File: src/hw/rtl/chx_ram.sv
// ----------------------------------------------------------------------------
// chx_ram
// simple dual-port ram, one write port, one registered read port
// ----------------------------------------------------------------------------
`default_nettype none

module chx_ram #(
  parameter int WIDTH = 64,
  parameter int DEPTH = 64
) (
  input  wire logic                     clk,
  input  wire logic                     we,
  input  wire logic [$clog2(DEPTH)-1:0] waddr,
  input  wire logic [WIDTH-1:0]         wdata,
  input  wire logic [$clog2(DEPTH)-1:0] raddr,
  output logic      [WIDTH-1:0]         rdata
);
  logic [WIDTH-1:0] mem [DEPTH];

  always_ff @(posedge clk) begin
    if (we) begin
      mem[waddr] <= wdata;
    end
    rdata <= mem[raddr];
  end
endmodule

`default_nettype wire

File: config.mk
export PLATFORM = sky130hd
export DESIGN_NAME = chx_ram
export DESIGN_NICKNAME = d
export VERILOG_FILES = /design/src/hw/rtl/chx_ram.sv
export SDC_FILE = /design/constraint.sdc
export NUM_CORES = 2
export LEC_CHECK = 0
export BUFFER_PORTS_ARGS = -buffer_cell sky130_fd_sc_hd__buf_4
export CAP_MARGIN = 20
export CORE_MARGIN = 5
export CORE_UTILIZATION = 45
export CTS_CLUSTER_DIAMETER = 60
export DETAILED_ROUTE_END_ITERATION = 7
export PLACE_DENSITY = 0.72
export SLEW_MARGIN = 15
export SYNTH_ARGS = -nofsm -noshare
export SYNTH_HDL_FRONTEND = slang
export SYNTH_SLANG_ARGS = --single-unit
File: constraint.sdc
create_clock -name clk -period 5.62 [get_ports clk]
set_input_delay 0.562 -clock clk [delete_from_list [all_inputs] [get_ports clk]]
set_output_delay 0.562 -clock clk [all_outputs]
set_load 0.02 [all_outputs]
Word level (Yosys, flattened, before mapping)
Memories as Yosys holds them, arrays and structs flattened. A register that Yosys moved wholly into a read port is not among the register bits.
Index checks and enable logic that the tools add are counted.
{"block": "totals", "reg_bits": 0, "latchBits": 0, "ramBits": 4096, "rom_bits": 0, "output_inout_bits": 64, "wordCells": 3, "mem_count": 1}
{"memory": "mem", "words": 64, "width": 64, "rd": 1, "rd_clocked_by_memory_dff": 1, "wr": 1, "line": "18", "text": "logic [WIDTH-1:0] mem [DEPTH];"}
{"block": "op_classes", "add_sub_neg": 0, "n_mul": 0, "div": 0, "order_cmp": 0, "n_eq_ne": 0, "n_shift": 0, "mux": 2, "n_bitwise": 0, "n_reduce_logical": 0}
{"operator": "2-to-1 mux 1 bit", "n": 2}

Depth between registers and ports, before layout
{"block": "logic_depth", "ltp_word": 2, "ltp_mapped": 9, "mapped_depth_nobuf": 5}

Worst setup path before layout
No wires, ideal clock.
{"block": "synth_timing", "path_type": "in2reg", "from": "input port waddr[3]", "to": "memory mem[48][0], enable pin", "arrival_time_ns": 5.434, "t_required_ns": 5.056, "setup_slack_ns": -0.378, "path_stages": 4, "cell_sequence": "clkbuf_1 -> nor2b_1 -> nand4b_1 -> nor3_1"}
{"element": "from (decl)", "line": "13", "text": "input wire logic [$clog2(DEPTH)-1:0] waddr,"}
{"element": "to (decl)", "line": "18"}
Straight into the memory's write port.

==> flow_summary.ini <==
[logic_synthesis]
async_reset_ff_share_pct = 0
synth.net_count = 6676
synth_top_area_share_pct = 78.67
synthTopCellsByArea = edfxtp_1, mux4_2, mux2i_1, dfxtp_1, a22oi_1
syn_area_mm2 = 0.1563
avgSynthCellArea_um2 = 23.70
synth_warnings = 0
synth_cell_types = 33
yosys.area.top_type = edfxtp_1
seq_area_frac_synth_pct = 79.49
synthCells = 6598
ys_seq_elements = 4160
ys.flop_type = edfxtp_1
synth_edf_count = 4096

[worst_setup_path]
worstRegToRegCells = 4
reg2reg_slack_ns = 3.53
slowest_stage = and2_4
slowest_delay_ns = 0.89
cp-start-kind = input port
cp_data_arrival_time_ns = 3.50
cp_max_fo = 75
worstPathRequired_ns = 6.37
end_kind = flip-flop
crit_chain = buf_8, and2_4, buf_4, a22oi_1, and3_1, a211oi_1
setup.worst_path.class = in -> reg

[floorplan]
die_w_um = 599.4
initial_core_util_pct = 45.16
ioPinCount = 142
core_area_mm2 = 0.3462
rows = 216
fp.dieH_um = 599.4
die_area_mm2 = 0.3593

[routing]
vias = 75070
drc = 0
viasPerCell = 6.309
ant_nets = 0
wl_per_cell_um = 34.10
met3_length_um = 45650
top_layer = met5
drt_iter0_markers = 10520
wl_um = 405800
wl_met1_um = 145200
route.met2.wl_um = 197200
dr.pass1.iters = 6

[global_route]
antenna_found_initial = 26
grtUsageTotal_pct = 22.43
grt_overflow = 0
grt_max_degree = 99
grt_pass1_wl_um = 574800
grt_pass1_vias = 75830

[timing]
post-route-min-period_ns = 2.744
finalSetupViolations = 0
rsz0062_at_grt = false
setup_slack_ns = 2.876
tns_ns = 0
slew_headroom_pct = 21.47
holdWs_ns = 0.1447
drv_slew = 0
fmaxAchievable_ghz = 0.3644
period_share_pct = 48.83
fin_skew_ns = 0.06831
hold_viol = 0
worstMarginPinSlew_ns = 1.178

[finish]
area_growth_pct = 13.16
layout_commonest_cell = edfxtp_1
drive_gt1_share_pct = 28.01
nFillCells = 25660
design.final.nets = 7063
final_cell_mix = edfxtp_1, mux4_2, clkbuf_16, buf_4, a22oi_1

[clock_network]
cts_hold_buf = 0
cts.sinks = 4160
clk_latency_ns = 0.93
cts_max_level = 5
cts_resized = 0
clockRootBuffer = clkbuf_16
numCtsBuffers = 382
cts_tree = yes
cts.clk_slew.worst_paths_ns = 0.06
post_cts_buffers = 0
cts_max_path_buffers = 4

[run]
drv_cap = 0

[power_and_ir_drop]
vdd_ir_drop_max_uv = 307.1
power.density_mw_per_mm2 = 357.9
power_leakage_nw = 54.76

[placement]
pre_cts_ws_ns = 2.017
place_hpwl_um = 220300
routabilityCongestion = 0.8109
port_buffers = 141

[worst_hold_path]
min_path_type = in -> reg
min_path_cells = 1

[outcome]
status = completed
## through the flow
stage | total power, mW | instances | util [%] | area [µm²]
after global placement | 38.06 | 11180 | 47.49 | 164400
after global routing | 65.17 | 11880 | 51.09 | 176900
after floorplan | 36.76 | 6598 | - | 156400
final | 63.32 | 11900 | 51.10 | 176900
after CTS | 63.61 | 11880 | 51.09 | 176900
after detailed placement | 38.14 | 11180 | 47.49 | 164400
## Yosys cell counts, drive strengths merged, types with 18 or more instances
cell type,count
nand3,45
edfxtp,4096
o22ai,83
a22o,88
or3,29
nor2b,28
a2bb2oi,19
mux4,1024
o221ai,38
dfxtp,64
or2,28
a211oi,63
mux2i,135
a41oi,26
clkbuf,140
nand2,58
nor2,112
and3,64
a31oi,18
inv,19
a22oi,168
buf,230
## state kept, by name, indices dropped and copies added (netlist names)
register,count
mem,4096
rdata,64
## power breakdown
| part | internal [mW] | switching, mW | total, mW |
|---|---|---|---|
| logic | 1.12 | 1.84 | 2.96 |
| registers | 34.3 | 0.176 | 34.5 |
| clock network | 14.7 | 11.1 | 25.8 |
| total | 50.2 | 13.2 | 63.3 |
## layout make-up
type                    count  area (µm²)  share of cell area, %
repair buffers            373        3561                  2.013
diodes                     22       55.05                0.03112
inverters                  19       71.32                0.04031
clock inverters           212        2193                  1.240
flip-flops and latches   4160      124300                  70.24
multi-input cells        2049       30780                  17.40
clock buffers             487       10250                  5.794
well taps                4578        5728                  3.238
## worst max-delay path: cells and delay by family
kind,cells,cell delay [ns]
AND/OR/NAND/NOR,2,1.09
buffers and inverters,2,1.09
AO/OA/AOI/OAI,2,0.57
## final timing paths
path / from / end
hold / removal: wdata[18] / mem[57][18]
setup reg to reg: mem[58][32] / rdata[32]
setup / recovery: raddr[2] / rdata[36]
hold reg to reg: mem[62][0] / rdata[0]
## kinds of logic after synthesis
kind of cell	synth area share (%)
buf+inv	1.180
compound gates	2.477
simple gates	1.240
mux	15.61
flops	79.49
## per-layer routing
| layer | vias up | track usage, % |
|---|---|---|
| li1 | 29240 | - |
| met1 | 40020 | 29.95 |
| met2 | 4897 | 36.24 |
| met3 | 896 | 5.123 |
| met4 | 16 | 8.675 |
| met5 | - | 0 |
Note: power is estimated with default switching activity, not from simulation.
